`src/rtl/core/rbr_pkg.sv`:
```
// Shared types and constants for the response button radio responder.
package rbr_pkg;

  // Item kinds on the input channel
  localparam logic [1:0] REQ_TICK   = 2'd0;
  localparam logic [1:0] REQ_BUTTON = 2'd1;
  localparam logic [1:0] REQ_RX     = 2'd2;
  localparam logic [1:0] REQ_SUPPLY = 2'd3;

  // Configuration register indexes
  localparam logic [2:0] REG_OWN_ADDRESS  = 3'd0;
  localparam logic [2:0] REG_RESET_CODE   = 3'd1;
  localparam logic [2:0] REG_LED_COMMAND  = 3'd2;
  localparam logic [2:0] REG_LED_ON       = 3'd3;
  localparam logic [2:0] REG_LED_OFF      = 3'd4;
  localparam logic [2:0] REG_LED_BLINK    = 3'd5;
  localparam logic [2:0] REG_NOT_PUSHED   = 3'd6;
  localparam logic [2:0] REG_BLINK_PERIOD = 3'd7;

  // CRC-16 generator polynomial
  localparam logic [15:0] CRC_POLY = 16'h1021;

  // Commands into the CRC engine
  typedef struct packed {
    logic       start;
    logic       clear;
    logic [7:0] data;
  } crc_cmd_t;

  // Status out of the CRC engine
  typedef struct packed {
    logic        busy;
    logic [15:0] crc;
  } crc_stat_t;

endpackage

```
`src/rtl/core/rbr_crc_engine.sv`:
```
// Bit-serial CRC-16 engine shared by packet check and reply generation.
module rbr_crc_engine
  import rbr_pkg::*;
(
  input  logic      clk,
  input  logic      rst_n,
  input  crc_cmd_t  cmd,
  output crc_stat_t stat
);

  logic [15:0] crc_r, crc_nxt;
  logic [3:0]  cnt_r, cnt_nxt;

  // One shift step of the MSB-first CRC
  function automatic logic [15:0] crc_step(input logic [15:0] c);
    crc_step = c[15] ? ({c[14:0], 1'b0} ^ CRC_POLY) : {c[14:0], 1'b0};
  endfunction

  // Clear, load a byte into the top, or shift one bit per cycle
  always_comb begin
    crc_nxt = crc_r;
    cnt_nxt = cnt_r;
    priority if (cmd.clear) begin
      crc_nxt = '0;
      cnt_nxt = '0;
    end else if (cmd.start) begin
      crc_nxt = crc_r ^ {cmd.data, 8'h00};
      cnt_nxt = 4'd8;
    end else if (cnt_r != 4'd0) begin
      crc_nxt = crc_step(crc_r);
      cnt_nxt = cnt_r - 4'd1;
    end
  end

  always_ff @(posedge clk) begin
    if (!rst_n) begin
      crc_r <= '0;
      cnt_r <= '0;
    end else begin
      crc_r <= crc_nxt;
      cnt_r <= cnt_nxt;
    end
  end

  assign stat.busy = (cnt_r != 4'd0);
  assign stat.crc  = crc_r;

endmodule

```
`src/rtl/core/response_button_radio_responder.sv`:
```
// Top level: game button responder with tick, button, radio and supply items.
//
// Usage: one input channel (in_valid/in_stall) carries four kinds of item:
// a millisecond tick, a button edge, a received payload byte and a new
// supply word. One result channel (out_valid/out_stall) returns results.
// Tick, button and supply items give one status result in the cycle after
// acceptance. A payload byte's result waits while a byte shifts through
// the CRC (all but the last two bytes of a packet). A good packet for this
// address gives a reply of PAYLOAD_BYTES bytes; each of the first
// PAYLOAD_BYTES-2 bytes is shifted through the bit-serial CRC
// engine (one bit per cycle) that is shared by packet check and reply.
// The block works on one item at a time: a new item is taken once the
// previous item's results are all issued and the output register is empty.
// A stall on the result side holds the output register and the sequencer.
// Reset (rst_n low, synchronous) clears counters, flags, LED, receive state
// and loads the register defaults; no clearing pass is needed. The user must
// keep configuration writes (cfg_we/cfg_index/cfg_data) to idle, unenforced.
module response_button_radio_responder
  import rbr_pkg::*;
#(
  parameter int PAYLOAD_BYTES = 32
) (
  input  logic        clk,
  input  logic        rst_n,
  // configuration
  input  logic        cfg_we,
  input  logic [2:0]  cfg_index,
  input  logic [31:0] cfg_data,
  // input channel
  input  logic        in_valid,
  output logic        in_stall,
  input  logic [1:0]  in_req_type,
  input  logic        in_pin_low,
  input  logic [7:0]  in_rx_byte,
  input  logic        in_rx_last,
  input  logic [31:0] in_supply_word,
  // result channel
  output logic        out_valid,
  input  logic        out_stall,
  output logic        out_tx_valid,
  output logic [7:0]  out_tx_byte,
  output logic        out_tx_last,
  output logic        out_led_lit
);

  localparam int POS_W = $clog2(PAYLOAD_BYTES + 1);
  localparam int IDX_W = $clog2(PAYLOAD_BYTES);
  localparam logic [POS_W-1:0] POS_FULL    = POS_W'(PAYLOAD_BYTES);
  localparam logic [POS_W-1:0] POS_TRL_HI  = POS_W'(PAYLOAD_BYTES - 2);
  localparam logic [POS_W-1:0] POS_TRL_LO  = POS_W'(PAYLOAD_BYTES - 1);
  localparam logic [POS_W-1:0] POS_HEAD    = POS_W'(3);
  localparam logic [IDX_W-1:0] IDX_CRC_HI  = IDX_W'(PAYLOAD_BYTES - 2);
  localparam logic [IDX_W-1:0] IDX_CRC_LO  = IDX_W'(PAYLOAD_BYTES - 1);

  // Sequencer states
  localparam logic [1:0] ST_IDLE    = 2'd0;
  localparam logic [1:0] ST_RX_WAIT = 2'd1;
  localparam logic [1:0] ST_TX_LOAD = 2'd2;
  localparam logic [1:0] ST_TX_WAIT = 2'd3;

  // Configuration registers
  logic [7:0]  own_address_r, reset_code_r, led_command_r;
  logic [7:0]  led_on_r, led_off_r, led_blink_r, blink_period_r;
  logic [31:0] not_pushed_r;

  // Block state
  logic [1:0]       state_r, state_nxt;
  logic [31:0]      ms_count_r, ms_count_nxt;
  logic [31:0]      press_time_r, press_time_nxt;
  logic             pressed_r, pressed_nxt;
  logic             blink_mode_r, blink_mode_nxt;
  logic [7:0]       blink_count_r, blink_count_nxt;
  logic             led_r, led_nxt;
  logic [31:0]      supply_r, supply_nxt;
  logic [POS_W-1:0] pos_r, pos_nxt;
  logic [7:0]       head_r [3], head_nxt [3];
  logic [15:0]      trailer_r, trailer_nxt;
  logic             last_r, last_nxt;
  logic             whole_r, whole_nxt;
  logic [IDX_W-1:0] idx_r, idx_nxt;

  // Output register
  logic       out_valid_r, out_valid_nxt;
  logic       out_tx_valid_r, out_tx_valid_nxt;
  logic [7:0] out_tx_byte_r, out_tx_byte_nxt;
  logic       out_tx_last_r, out_tx_last_nxt;
  logic       out_led_r, out_led_nxt;

  crc_cmd_t  crc_cmd;
  crc_stat_t crc_stat;

  logic        in_take;
  logic        out_free;
  logic [7:0]  blink_inc;
  logic        good;
  logic [31:0] time_word;
  logic [7:0]  reply_byte;

  rbr_crc_engine u_crc (
    .clk   (clk),
    .rst_n (rst_n),
    .cmd   (crc_cmd),
    .stat  (crc_stat)
  );

  assign in_stall = (state_r != ST_IDLE) || out_valid_r;
  assign in_take  = in_valid && !in_stall;
  assign out_free = !out_valid_r || !out_stall;

  assign blink_inc = blink_count_r + 8'd1;
  assign good      = whole_r && (crc_stat.crc == trailer_r);
  assign time_word = pressed_r ? press_time_r : not_pushed_r;

  // Reply byte for the current index
  always_comb begin
    unique case (idx_r)
      IDX_W'(0):  reply_byte = own_address_r;
      IDX_W'(1):  reply_byte = time_word[7:0];
      IDX_W'(2):  reply_byte = time_word[15:8];
      IDX_W'(3):  reply_byte = time_word[23:16];
      IDX_W'(4):  reply_byte = time_word[31:24];
      IDX_W'(5):  reply_byte = supply_r[7:0];
      IDX_W'(6):  reply_byte = supply_r[15:8];
      IDX_W'(7):  reply_byte = supply_r[23:16];
      IDX_W'(8):  reply_byte = supply_r[31:24];
      IDX_CRC_HI: reply_byte = crc_stat.crc[15:8];
      IDX_CRC_LO: reply_byte = crc_stat.crc[7:0];
      default:    reply_byte = 8'h00;
    endcase
  end

  // Sequencer and state update
  always_comb begin
    state_nxt       = state_r;
    ms_count_nxt    = ms_count_r;
    press_time_nxt  = press_time_r;
    pressed_nxt     = pressed_r;
    blink_mode_nxt  = blink_mode_r;
    blink_count_nxt = blink_count_r;
    led_nxt         = led_r;
    supply_nxt      = supply_r;
    pos_nxt         = pos_r;
    head_nxt        = head_r;
    trailer_nxt     = trailer_r;
    last_nxt        = last_r;
    whole_nxt       = whole_r;
    idx_nxt         = idx_r;

    out_valid_nxt    = out_valid_r && out_stall;
    out_tx_valid_nxt = out_tx_valid_r;
    out_tx_byte_nxt  = out_tx_byte_r;
    out_tx_last_nxt  = out_tx_last_r;
    out_led_nxt      = out_led_r;

    crc_cmd = '{start: 1'b0, clear: 1'b0, data: 8'h00};

    unique case (state_r)
      ST_IDLE: begin
        if (in_take) begin
          unique case (in_req_type)
            REQ_TICK: begin
              ms_count_nxt = ms_count_r + 32'd1;
              if (blink_mode_r) begin
                if (blink_inc >= blink_period_r) begin
                  blink_count_nxt = 8'd0;
                  led_nxt         = !led_r;
                end else begin
                  blink_count_nxt = blink_inc;
                end
              end else begin
                blink_count_nxt = 8'd0;
              end
            end
            REQ_BUTTON: begin
              if (in_pin_low && !pressed_r) begin
                pressed_nxt    = 1'b1;
                press_time_nxt = ms_count_r;
              end
            end
            REQ_SUPPLY: begin
              supply_nxt = in_supply_word;
            end
            REQ_RX: begin
              last_nxt  = in_rx_last;
              whole_nxt = (pos_r == POS_TRL_LO);
              state_nxt = ST_RX_WAIT;
              if (pos_r < POS_FULL) begin
                if (pos_r < POS_HEAD) begin
                  head_nxt[pos_r[1:0]] = in_rx_byte;
                end
                if (pos_r < POS_TRL_HI) begin
                  crc_cmd.start = 1'b1;
                  crc_cmd.data  = in_rx_byte;
                end else if (pos_r == POS_TRL_HI) begin
                  trailer_nxt[15:8] = in_rx_byte;
                end else begin
                  trailer_nxt[7:0] = in_rx_byte;
                end
                pos_nxt = pos_r + POS_W'(1);
              end else begin
                pos_nxt = POS_FULL;
              end
            end
            default: ;
          endcase
          // Status result for everything but a payload byte
          if (in_req_type != REQ_RX) begin
            out_valid_nxt    = 1'b1;
            out_tx_valid_nxt = 1'b0;
            out_tx_byte_nxt  = 8'h00;
            out_tx_last_nxt  = 1'b1;
            out_led_nxt      = led_nxt;
          end
        end
      end

      // Wait for the packet CRC, then close the byte or the packet
      ST_RX_WAIT: begin
        if (!crc_stat.busy) begin
          state_nxt = ST_IDLE;
          if (last_r) begin
            pos_nxt       = '0;
            crc_cmd.clear = 1'b1;
          end
          if (last_r && good && head_r[0] == own_address_r) begin
            if (head_r[1] == led_command_r) begin
              priority if (head_r[2] == led_on_r) begin
                led_nxt        = 1'b1;
                blink_mode_nxt = 1'b0;
              end else if (head_r[2] == led_off_r) begin
                led_nxt        = 1'b0;
                blink_mode_nxt = 1'b0;
              end else if (head_r[2] == led_blink_r) begin
                blink_mode_nxt = 1'b1;
              end
            end
            idx_nxt   = '0;
            state_nxt = ST_TX_LOAD;
          end else begin
            if (last_r && good && head_r[0] == reset_code_r) begin
              press_time_nxt = '0;
              ms_count_nxt   = '0;
              pressed_nxt    = 1'b0;
              blink_mode_nxt = 1'b0;
              led_nxt        = 1'b0;
            end
            out_valid_nxt    = 1'b1;
            out_tx_valid_nxt = 1'b0;
            out_tx_byte_nxt  = 8'h00;
            out_tx_last_nxt  = 1'b1;
            out_led_nxt      = led_nxt;
          end
        end
      end

      // Issue one reply byte and fold it into the reply CRC unless it is a CRC byte
      ST_TX_LOAD: begin
        if (out_free) begin
          out_valid_nxt    = 1'b1;
          out_tx_valid_nxt = 1'b1;
          out_tx_byte_nxt  = reply_byte;
          out_tx_last_nxt  = (idx_r == IDX_CRC_LO);
          out_led_nxt      = led_r;
          if (idx_r < IDX_CRC_HI) begin
            crc_cmd.start = 1'b1;
            crc_cmd.data  = reply_byte;
            state_nxt     = ST_TX_WAIT;
          end else if (idx_r == IDX_CRC_LO) begin
            crc_cmd.clear = 1'b1;
            state_nxt     = ST_IDLE;
          end else begin
            idx_nxt = idx_r + IDX_W'(1);
          end
        end
      end

      ST_TX_WAIT: begin
        if (!crc_stat.busy) begin
          idx_nxt   = idx_r + IDX_W'(1);
          state_nxt = ST_TX_LOAD;
        end
      end

      default: state_nxt = ST_IDLE;
    endcase
  end

  // Control and state registers
  always_ff @(posedge clk) begin
    if (!rst_n) begin
      state_r        <= ST_IDLE;
      ms_count_r     <= '0;
      press_time_r   <= '0;
      pressed_r      <= 1'b0;
      blink_mode_r   <= 1'b0;
      blink_count_r  <= '0;
      led_r          <= 1'b0;
      supply_r       <= '0;
      pos_r          <= '0;
      idx_r          <= '0;
      out_valid_r    <= 1'b0;
      own_address_r  <= 8'd1;
      reset_code_r   <= 8'd255;
      led_command_r  <= 8'd1;
      led_on_r       <= 8'd1;
      led_off_r      <= 8'd0;
      led_blink_r    <= 8'd2;
      not_pushed_r   <= 32'hFFFF_FFFF;
      blink_period_r <= 8'd100;
    end else begin
      state_r       <= state_nxt;
      ms_count_r    <= ms_count_nxt;
      press_time_r  <= press_time_nxt;
      pressed_r     <= pressed_nxt;
      blink_mode_r  <= blink_mode_nxt;
      blink_count_r <= blink_count_nxt;
      led_r         <= led_nxt;
      supply_r      <= supply_nxt;
      pos_r         <= pos_nxt;
      idx_r         <= idx_nxt;
      out_valid_r   <= out_valid_nxt;
      if (cfg_we) begin
        unique case (cfg_index)
          REG_OWN_ADDRESS:  own_address_r  <= cfg_data[7:0];
          REG_RESET_CODE:   reset_code_r   <= cfg_data[7:0];
          REG_LED_COMMAND:  led_command_r  <= cfg_data[7:0];
          REG_LED_ON:       led_on_r       <= cfg_data[7:0];
          REG_LED_OFF:      led_off_r      <= cfg_data[7:0];
          REG_LED_BLINK:    led_blink_r    <= cfg_data[7:0];
          REG_NOT_PUSHED:   not_pushed_r   <= cfg_data;
          REG_BLINK_PERIOD: blink_period_r <= cfg_data[7:0];
          default: ;
        endcase
      end
    end
  end

  // Payload registers
  always_ff @(posedge clk) begin
    head_r         <= head_nxt;
    trailer_r      <= trailer_nxt;
    last_r         <= last_nxt;
    whole_r        <= whole_nxt;
    out_tx_valid_r <= out_tx_valid_nxt;
    out_tx_byte_r  <= out_tx_byte_nxt;
    out_tx_last_r  <= out_tx_last_nxt;
    out_led_r      <= out_led_nxt;
  end

  assign out_valid    = out_valid_r;
  assign out_tx_valid = out_tx_valid_r;
  assign out_tx_byte  = out_tx_byte_r;
  assign out_tx_last  = out_tx_last_r;
  assign out_led_lit  = out_led_r;

`ifndef SYNTHESIS
  // CRC engine runs only while the sequencer waits on it
  a_crc_busy_in_wait: assert property (@(posedge clk) disable iff (!rst_n)
    crc_stat.busy |-> (state_r == ST_RX_WAIT || state_r == ST_TX_WAIT))
    else $error("CRC engine busy outside a wait state");

  // Receive position never passes the packet length
  a_pos_bound: assert property (@(posedge clk) disable iff (!rst_n)
    pos_r <= POS_FULL)
    else $error("receive position out of range");

  // Between packets the running CRC is clear
  a_crc_clear_idle: assert property (@(posedge clk) disable iff (!rst_n)
    (state_r == ST_IDLE && pos_r == '0) |-> (crc_stat.crc == 16'h0000))
    else $error("running CRC not clear between packets");

  // Final reply byte returns the sequencer to idle
  a_reply_end: assert property (@(posedge clk) disable iff (!rst_n)
    (state_r == ST_TX_LOAD && out_free && idx_r == IDX_CRC_LO) |=>
      (state_r == ST_IDLE && out_tx_last_r && out_tx_valid_r))
    else $error("reply did not end on its last byte");
`endif

endmodule
```
`config.mk`:
```
export PLATFORM = sky130hd
export DESIGN_NAME = response_button_radio_responder
export DESIGN_NICKNAME = d
export VERILOG_FILES = /design/src/rtl/core/rbr_pkg.sv /design/src/rtl/core/rbr_crc_engine.sv /design/src/rtl/core/response_button_radio_responder.sv
export SDC_FILE = /design/constraint.sdc
export NUM_CORES = 1
export LEC_CHECK = 0
export ABC_AREA = 1
export ABC_CLOCK_PERIOD_IN_PS = 5590
export BUFFER_PORTS_ARGS = -buffer_cell sky130_fd_sc_hd__buf_4
export CORE_MARGIN = 8
export CORE_UTILIZATION = 40
export DETAILED_ROUTE_END_ITERATION = 10
export PLACE_DENSITY = 0.62
export SETUP_SLACK_MARGIN = 0.2
export SLEW_MARGIN = 10
export SYNTH_ARGS = -nofsm -noshare
export SYNTH_HDL_FRONTEND = slang
export SYNTH_SLANG_ARGS = --single-unit
```
`constraint.sdc`:
```
create_clock -name clk -period 5.59 [get_ports clk]
set_clock_uncertainty 0.2 [all_clocks]
set_input_delay 0.8385 -clock clk [delete_from_list [all_inputs] [get_ports clk]]
set_output_delay 0.8385 -clock clk [all_outputs]
set_load 0.01 [all_outputs]
```
==> reports/metrics.yaml, run 1 <==
status:
  run_status: "finished, final reports clean"
power_and_ir_drop:
  irDropWorstVdd_mv: 0.232
  leakage_nw: 7.10
  total_net_switching_power_mw: 1.97
  p_int_mw: 4.00
  power.share.sequential_pct: 39.8
  power_density_over_the_cells_mw_per_mm2: 364
  switch_share_pct: 33.0
  clock_power_share_pct: 37.4
  share_comb_of_total_power_pct: 22.8
timing:
  setup_violations: 0
  worst_pin_slew_ns: 1.16
  setup-tns-final_ns: 0
  finalMaxSlewViolations: 0
  period_needed_ns: 3.42
  tightest_slew_margin_relative_to_the_limit_pct: 22.0
  worst_slack_ns: 2.17
  min_period_over_period_pct: 61.1
  maxClockFrequency_ghz: 0.293
  finalHoldViolCount: 0
  grt_setup_unrepaired: "false"
detailed_routing:
  detail_route.iter0.violations: 891
  met3_wl_post_dr_mm: 2.06
  routed.top_layer: "met4"
  via_count: 13200
  route.detailed.drc: 0
  ant_nets: 0
  routedWlPerCell_um: 16.2
  avgViaCountPerCell: 5.08
  met2_wirelength_mm: 20.3
  met1_routed_wirelength_after_detailed_routing_mm: 18.3
  finalWirelength_mm: 42.3
  drt_first_pass_iters: 7
worst_setup_path:
  timing.critical_path.to: "u_crc.crc_r[11]"
  cp-startpoint: "pressed_r"
  critical_path.endpoint_type: "flip-flop"
  start_kind: "flip-flop"
  timing.rr.start: "pressed_r"
  worstReg2RegEnd: "u_crc.crc_r[11]"
  reg2regPathDepth: 12
  critical_path_peak_fanout: 35
  timing.critical_path.arrival_ns: 3.71
  data_required_time_at_the_worst_endpoint_ns: 5.88
  ff2ff_setup_slack_ns: 2.17
  kind_of_critical_path: "reg -> reg"
yosys:
  ys_ff_latch: 282
  yosys.area.top_type: "dfxtp_1"
  synthTopCellsByCount: "625 x nand2_1, 309 x nor2_1, 229 x dfxtp_1"
  total_standard_cell_area_after_synthesis_mm2: 0.0143
  synthArstFlopShare_pct: 0
  synthMostInstantiatedCell: "nand2_1"
  syn_inst: 2058
  top_post_synthesis_cells_by_area: "dfxtp_1 32%, nand2_1 16%, edfxtp_1 11%"
  synthesis.nets: 2166
  ys.flop_type: "dfxtp_1"
  synth_top_area_share_pct: 32.1
  synth_sequential_area_ratio_pct: 43.2
  ys_types: 42
  syn_area_per_cell_um2: 6.95
  synth-edff-count: 53
  ys.warnings.count: 0
clocking:
  clock_pin_slew_of_the_registers_on_the_worst_case_setup_and_hold_paths_ns: 0.06
  clock_tree_from_tritoncts: "yes"
  cts_max_path_buffers: 3
  clock_insertion_delay_worst_skew_ns: 0.56
  cts.hold.buffers_added: 0
  post_cts.repair.setup_buffers: 0
  postCtsResizedCells: 0
  clock_sink_count: 282
  clock_tree.htree_level_count: 1
  clockRootBuffer: "clkbuf_16"
  cts_made_buffers: 31
layout:
  nets: 2224
  layout-drive-gt1-share_pct: 9.29
  fin_area_mm2: 0.0164
  areaGrowthSynthToFinish_pct: 14.7
  n_antenna_cell: 0
grt:
  grt_antenna_before_repair: 0
  grt_start_max_net_pins: 97
  overflow: 0
  grt_pass1_wl_mm: 67.4
  via_count_of_the_first_global_routing_pass: 12600
  grt.total_usage_pct: 19.7
hold_path:
  worstHoldPathCells: 2
  hp-class: "reg -> reg"
  hold_path.startpoint: "not_pushed_r[17]"
die:
  rows: 69
  io_pins: 97
  width_of_the_die_um: 205
  die_area_mm2: 0.0420
  die-height_um: 205
  core_area_mm2: 0.0354
  floorplan.initialDensity_pct: 40.4
placement:
  gp_congestion: 0.924
  place_worst_setup_slack_ns: 2.25
  placed_area_mm2: 0.0153
  post-dp-hpwl_mm: 30.6
  buffer_ports.inserted: 96
flow_run:
  max_cap_violations: 0
==> logic make-up (layout without fill, tap and decap cells) <==
group,after synthesis,count (layout),share of synthesized area (%)
flip-flops,282,282,43.2
XOR/XNOR,68,68,4.17
AO/OA/AOI/OAI,271,271,10.2
adder cells (fa/ha/maj),24,24,2.10
AND/OR/NAND/NOR,1152,1152,33.0
buffers and inverters,261,344,7.34
==> routing by layer <==
metal  GRT usage [%]  vias up
li1                -     6703
met4            7.20        0
met3            2.15       83
met2            34.1      314
met5               0        -
met1            25.2     6121
==> worst max-delay path, stage by stage, from the launching register on <==
cell and delay [ns]:
dfxtp_1 1.06, inv_1 0.77, nand2_1 0.25, nand2_1 0.07
nand2_1 0.06, nand2_1 0.13, nor2_1 0.22, nand3_1 0.15
nand2_1 0.11, nand2_1 0.06, nand2_1 0.05, nand3_1 0.07
a21oi_1 0.12
==> power groups by stage <==
| stage | combinational [mW] | sequential [mW] | clock, mW |
|---|---|---|---|
| 2_1_floorplan | 0.997 | 2.37 | 0 |
| 6_report | 1.36 | 2.37 | 2.23 |
| 3_5_place_dp | 1.35 | 2.42 | 0 |
| 4_1_cts | 1.35 | 2.37 | 2.27 |
| 3_3_place_gp | 1.32 | 2.41 | 0 |
| 5_1_grt | 1.52 | 2.39 | 2.36 |
==> sequential cells by signal (all words and copies together) (netlist names), 16 cells and up <==
signal        count
ms_count_r       32
not_pushed_r     32
press_time_r     32
supply_r         32
head_r           24
trailer_r        16
u_crc.crc_r      16
==> layout make-up <==
| type | count | area, um2 |
|---|---|---|
| Multi-Input combinational cell | 1515 | 7070 |
| Tap cell | 461 | 577 |
| Clock buffer | 40 | 880 |
| Timing Repair Buffer | 102 | 766 |
| Fill cell | 3580 | 19000 |
| Sequential cell | 282 | 6180 |
| Inverter | 184 | 691 |
| Clock inverter | 18 | 240 |
==> cell usage in the layout (no fill, tap or decap), types with 4 or more instances in the layout <==
cell and instances:
inv_1 165, nand3_2 4, dfxtp_1 229, o21ai_0 100
nand3_1 156, a21oi_1 131, edfxtp_1 53, bufinv_16 6
nor3_1 19, buf_4 102, clkinv_1 6, o22ai_1 10
clkinv_2 8, clkbuf_8 7, nand2_1 625, clkbuf_16 31
nand3b_1 4, ha_1 24, nand4_1 14, nand2_2 4
o211ai_1 10, a22oi_1 6, xnor2_1 16, xor2_1 52
nor2_2 6, nor2_1 307, inv_2 16
==> how the worst min path moves through the flow <==
stage	endpoint	slack (ns)
2_1_floorplan	not_pushed_r[2]	0.22
3_3_place_gp	not_pushed_r[0]	0.24
3_5_place_dp	not_pushed_r[4]	0.25
4_1_cts	last_r	0.24
5_1_grt	last_r	0.24
6_report	not_pushed_r[17]	0.26
==> metrics by stage <==
stage	total power [mW]	util, %	hold slack (ns)	std cells
6_report	5.97	46.3	0.259	2602
2_1_floorplan	3.37	-	0.224	2058
3_3_place_gp	3.74	43.2	0.241	2544
4_1_cts	5.99	46.3	0.235	2602
3_5_place_dp	3.76	43.2	0.248	2544
5_1_grt	6.28	46.3	0.244	2602
No activity file was read; power rests on OpenSTA's default activity.
==> run 2, diff against run 1 <==
--- a/config.mk
+++ b/config.mk
@@ -6,12 +6,12 @@
 export NUM_CORES = 1
 export LEC_CHECK = 0
 export ABC_AREA = 1
-export ABC_CLOCK_PERIOD_IN_PS = 5590
+export ABC_CLOCK_PERIOD_IN_PS = 3100
 export BUFFER_PORTS_ARGS = -buffer_cell sky130_fd_sc_hd__buf_4
 export CORE_MARGIN = 8
 export CORE_UTILIZATION = 40
 export DETAILED_ROUTE_END_ITERATION = 10
-export PLACE_DENSITY = 0.62
+export PLACE_DENSITY = 0.64
 export SETUP_SLACK_MARGIN = 0.2
 export SLEW_MARGIN = 10
 export SYNTH_ARGS = -nofsm -noshare
==> constraint.sdc (replaced) <==
create_clock -name clk -period 3.1 [get_ports clk]
set_clock_uncertainty 0.2 [all_clocks]
set_input_delay 0.465 -clock clk [delete_from_list [all_inputs] [get_ports clk]]
set_output_delay 0.465 -clock clk [all_outputs]
set_load 0.01 [all_outputs]
==> run 2 against run 1 <==
Against the previous run: hold slack worse by 0.25 ns; critical path depth fell by 1; combinational power grew 95%; first-iteration DRC count increased by 11%; core utilization up 1.7 points; setup slack worse by 1.8 ns; clock power rose by 98%; non-clock buffer count up 48; critical path type unchanged; via count increased by 1.6%; maximum frequency is 25% higher; largest cell class unchanged; global-route usage grew 0.24 points; final cell count rose by 2.0%.
==> reports/metrics.yaml, run 2 (synthesis results as in run 1) <==
worst_setup_path:
  critical_path_peak_fanout: 8  # -77%
  data_required_time_at_the_worst_endpoint_ns: 3.36  # -2.52 ns
  start_kind: "flip-flop"
  critical_path.endpoint_type: "flip-flop"
  kind_of_critical_path: "reg -> reg"
  timing.critical_path.arrival_ns: 2.98  # -0.73 ns
grt:
  grt_antenna_before_repair: 0  # unchanged
  overflow: 0  # unchanged
  grt_pass1_wl_mm: 67.7  # +0.36%
  grt_start_max_net_pins: 50  # -48%
  via_count_of_the_first_global_routing_pass: 12800  # +1.6%
  grt.total_usage_pct: 20.0  # +0.24 points
timing:
  grt_setup_unrepaired: "false"
  setup_violations: 0  # unchanged
  finalHoldViolCount: 0  # unchanged
  worst_pin_slew_ns: 0.956  # -0.205 ns
  maxClockFrequency_ghz: 0.367  # +25%
  min_period_over_period_pct: 87.9  # +27 points
  period_needed_ns: 2.72  # -0.692 ns
  setup-tns-final_ns: 0  # unchanged
  fin_hold_ws_ns: 0.0106  # -0.248 ns
  tightest_slew_margin_relative_to_the_limit_pct: 35.8  # +14 points
  finalMaxSlewViolations: 0  # unchanged
layout:
  fin_cells: 2654  # +2.0%
  layout-drive-gt1-share_pct: 10.1  # +0.78 points
  areaGrowthSynthToFinish_pct: 18.9
  n_antenna_cell: 0  # unchanged
  nets: 2276  # +2.3%
  fill_cells: 3590  # +0.28%
  utilization_of_the_core_after_routing_pct: 48.0  # +1.7 points
  layout.cells.most_common_list: "625 x nand2_1, 306 x nor2_1, 229 x dfxtp_1, 165 x inv_1, 156 x nand3_1"
  layout_commonest_cell: "nand2_1"
  fin_area_mm2: 0.0170  # +3.6%
power_and_ir_drop:
  switch_share_pct: 32.5  # -0.53 points
  irDropWorstVdd_mv: 0.471  # +100%
  total_net_switching_power_mw: 3.68  # +87%
  clock_power_share_pct: 39.0  # +1.6 points
  p_int_mw: 7.64  # +91%
  leakage_nw: 7.37  # +3.8%
  share_comb_of_total_power_pct: 23.4  # +0.6 points
  power.share.sequential_pct: 37.6  # -2.2 points
  power_density_over_the_cells_mw_per_mm2: 665  # +83%
detailed_routing:
  routedWlPerCell_um: 16.1  # -0.82%
  route.detailed.drc: 0  # unchanged
  ant_nets: 0  # unchanged
  finalWirelength_mm: 42.8  # +1.2%
  drt_first_pass_iters: 5  # -2
  avgViaCountPerCell: 5.06  # -0.41%
  via_count: 13400  # +1.6%
  detail_route.iter0.violations: 989  # +11%
clocking:
  cts_max_path_buffers: 3  # unchanged
  post_cts.repair.setup_buffers: 0  # unchanged
  clockRootBuffer: "clkbuf_16"
  clock_insertion_delay_worst_skew_ns: 0.53  # -0.03 ns
  clock_tree.htree_level_count: 2  # +1
  clock_pin_slew_of_the_registers_on_the_worst_case_setup_and_hold_paths_ns: 0.06  # about the same
  clock_sink_count: 282  # unchanged
  clock_tree_from_tritoncts: "yes"
  cts_made_buffers: 35  # +13%
hold_path:
  hp-class: "in -> reg"
status:
  run_status: "finished, final reports clean"
die:
  width_of_the_die_um: 205  # unchanged
  core_area_mm2: 0.0354  # unchanged
  die_area_mm2: 0.0420  # unchanged
  floorplan.initialDensity_pct: 40.4  # unchanged
  die-height_um: 205  # unchanged
  rows: 69  # unchanged
  io_pins: 97  # unchanged
placement:
  placed_area_mm2: 0.0154  # +1.1%
  buffer_ports.inserted: 96  # unchanged
  post-dp-hpwl_mm: 31.3  # +2.1%
  place_inst: 2564  # +0.79%
  gp_congestion: 0.922  # -0.22%
flow_run:
  max_cap_violations: 0  # unchanged
## run 2: cell count changes in the layout (fill, tap and decap cells not counted), moves of 3 or more
cell           before  now
dlygate4sd3_1       0   28
clkbuf_1            2    9
clkinv_1            6    3
clkbuf_8            7    4
clkbuf_16          31   36
buf_4             102  121
clkinv_2            8    3
## run 2: cell type report
| type | count | area, um2 | share of cell area, % |
|---|---|---|---|
| Inverter | 184 | 693 | 4.08 |
| Sequential cell | 282 | 6180 | 36.3 |
| Tap cell | 461 | 577 | 3.39 |
| Timing Repair Buffer | 150 | 1210 | 7.11 |
| Clock buffer | 49 | 990 | 5.82 |
| Multi-Input combinational cell | 1515 | 7100 | 41.7 |
| Clock inverter | 13 | 259 | 1.52 |
## run 2: critical path, stage by stage (launching register included)
cell,delay (ns)
dfxtp_1,0.39
nand3_1,0.13
nand3b_1,0.22
nor3b_1,0.24
xor2_1,0.21
ha_1,0.28
a21oi_1,0.14
o21a_1,0.14
nand3_1,0.15
nor2_2,0.32
nand2_1,0.09
a21oi_1,0.14
## run 2: stage by stage
step	power (mW)	worst slack [ns]
2_1_floorplan	6.07	0.662
3_3_place_gp	6.85	0.349
3_5_place_dp	6.90	0.319
4_1_cts	11.4	0.285
5_1_grt	11.9	0.213
6_report	11.3	0.376
## run 2: final timing paths
check	slack [ns]	to	startpoint	depth (start not counted)
setup / recovery	0.38	blink_count_r[3]	blink_count_r[0]	11
hold / removal	0.01	supply_r[4]	in_supply_word[4]	3
hold reg to reg	0.26	not_pushed_r[17]	not_pushed_r[17]	2
setup reg to reg	0.38	blink_count_r[3]	blink_count_r[0]	11
## run 2: timing repair
| action | 4_1_cts | 5_1_grt |
|---|---|---|
| hold buffers | 28 | 0 |
| hold endpoints to repair | 28 | 0 |
| endpoints found under the setup margin | 0 | 64 |
| resized for setup | 0 | 6 |
## run 2: routing by layer
| layer | track usage (%) | vias to the layer above | wire length [um] |
|---|---|---|---|
| li1 | - | 6793 | - |
| met1 | 25.5 | 6175 | 18700 |
| met2 | 32.6 | 369 | 19800 |
| met3 | 3.12 | 93 | 2290 |
| met4 | 9.83 | 0 | 2060 |
| met5 | 0 | - | 0 |
## run 2: power by group through the flow
stage | clock network [mW] | registers (mW) | logic, mW
floorplan | 0 | 4.27 | 1.80
global placement | 0 | 4.32 | 2.53
detailed placement | 0 | 4.32 | 2.57
CTS | 4.50 | 4.25 | 2.62
global route | 4.65 | 4.28 | 2.94
finish | 4.41 | 4.25 | 2.65
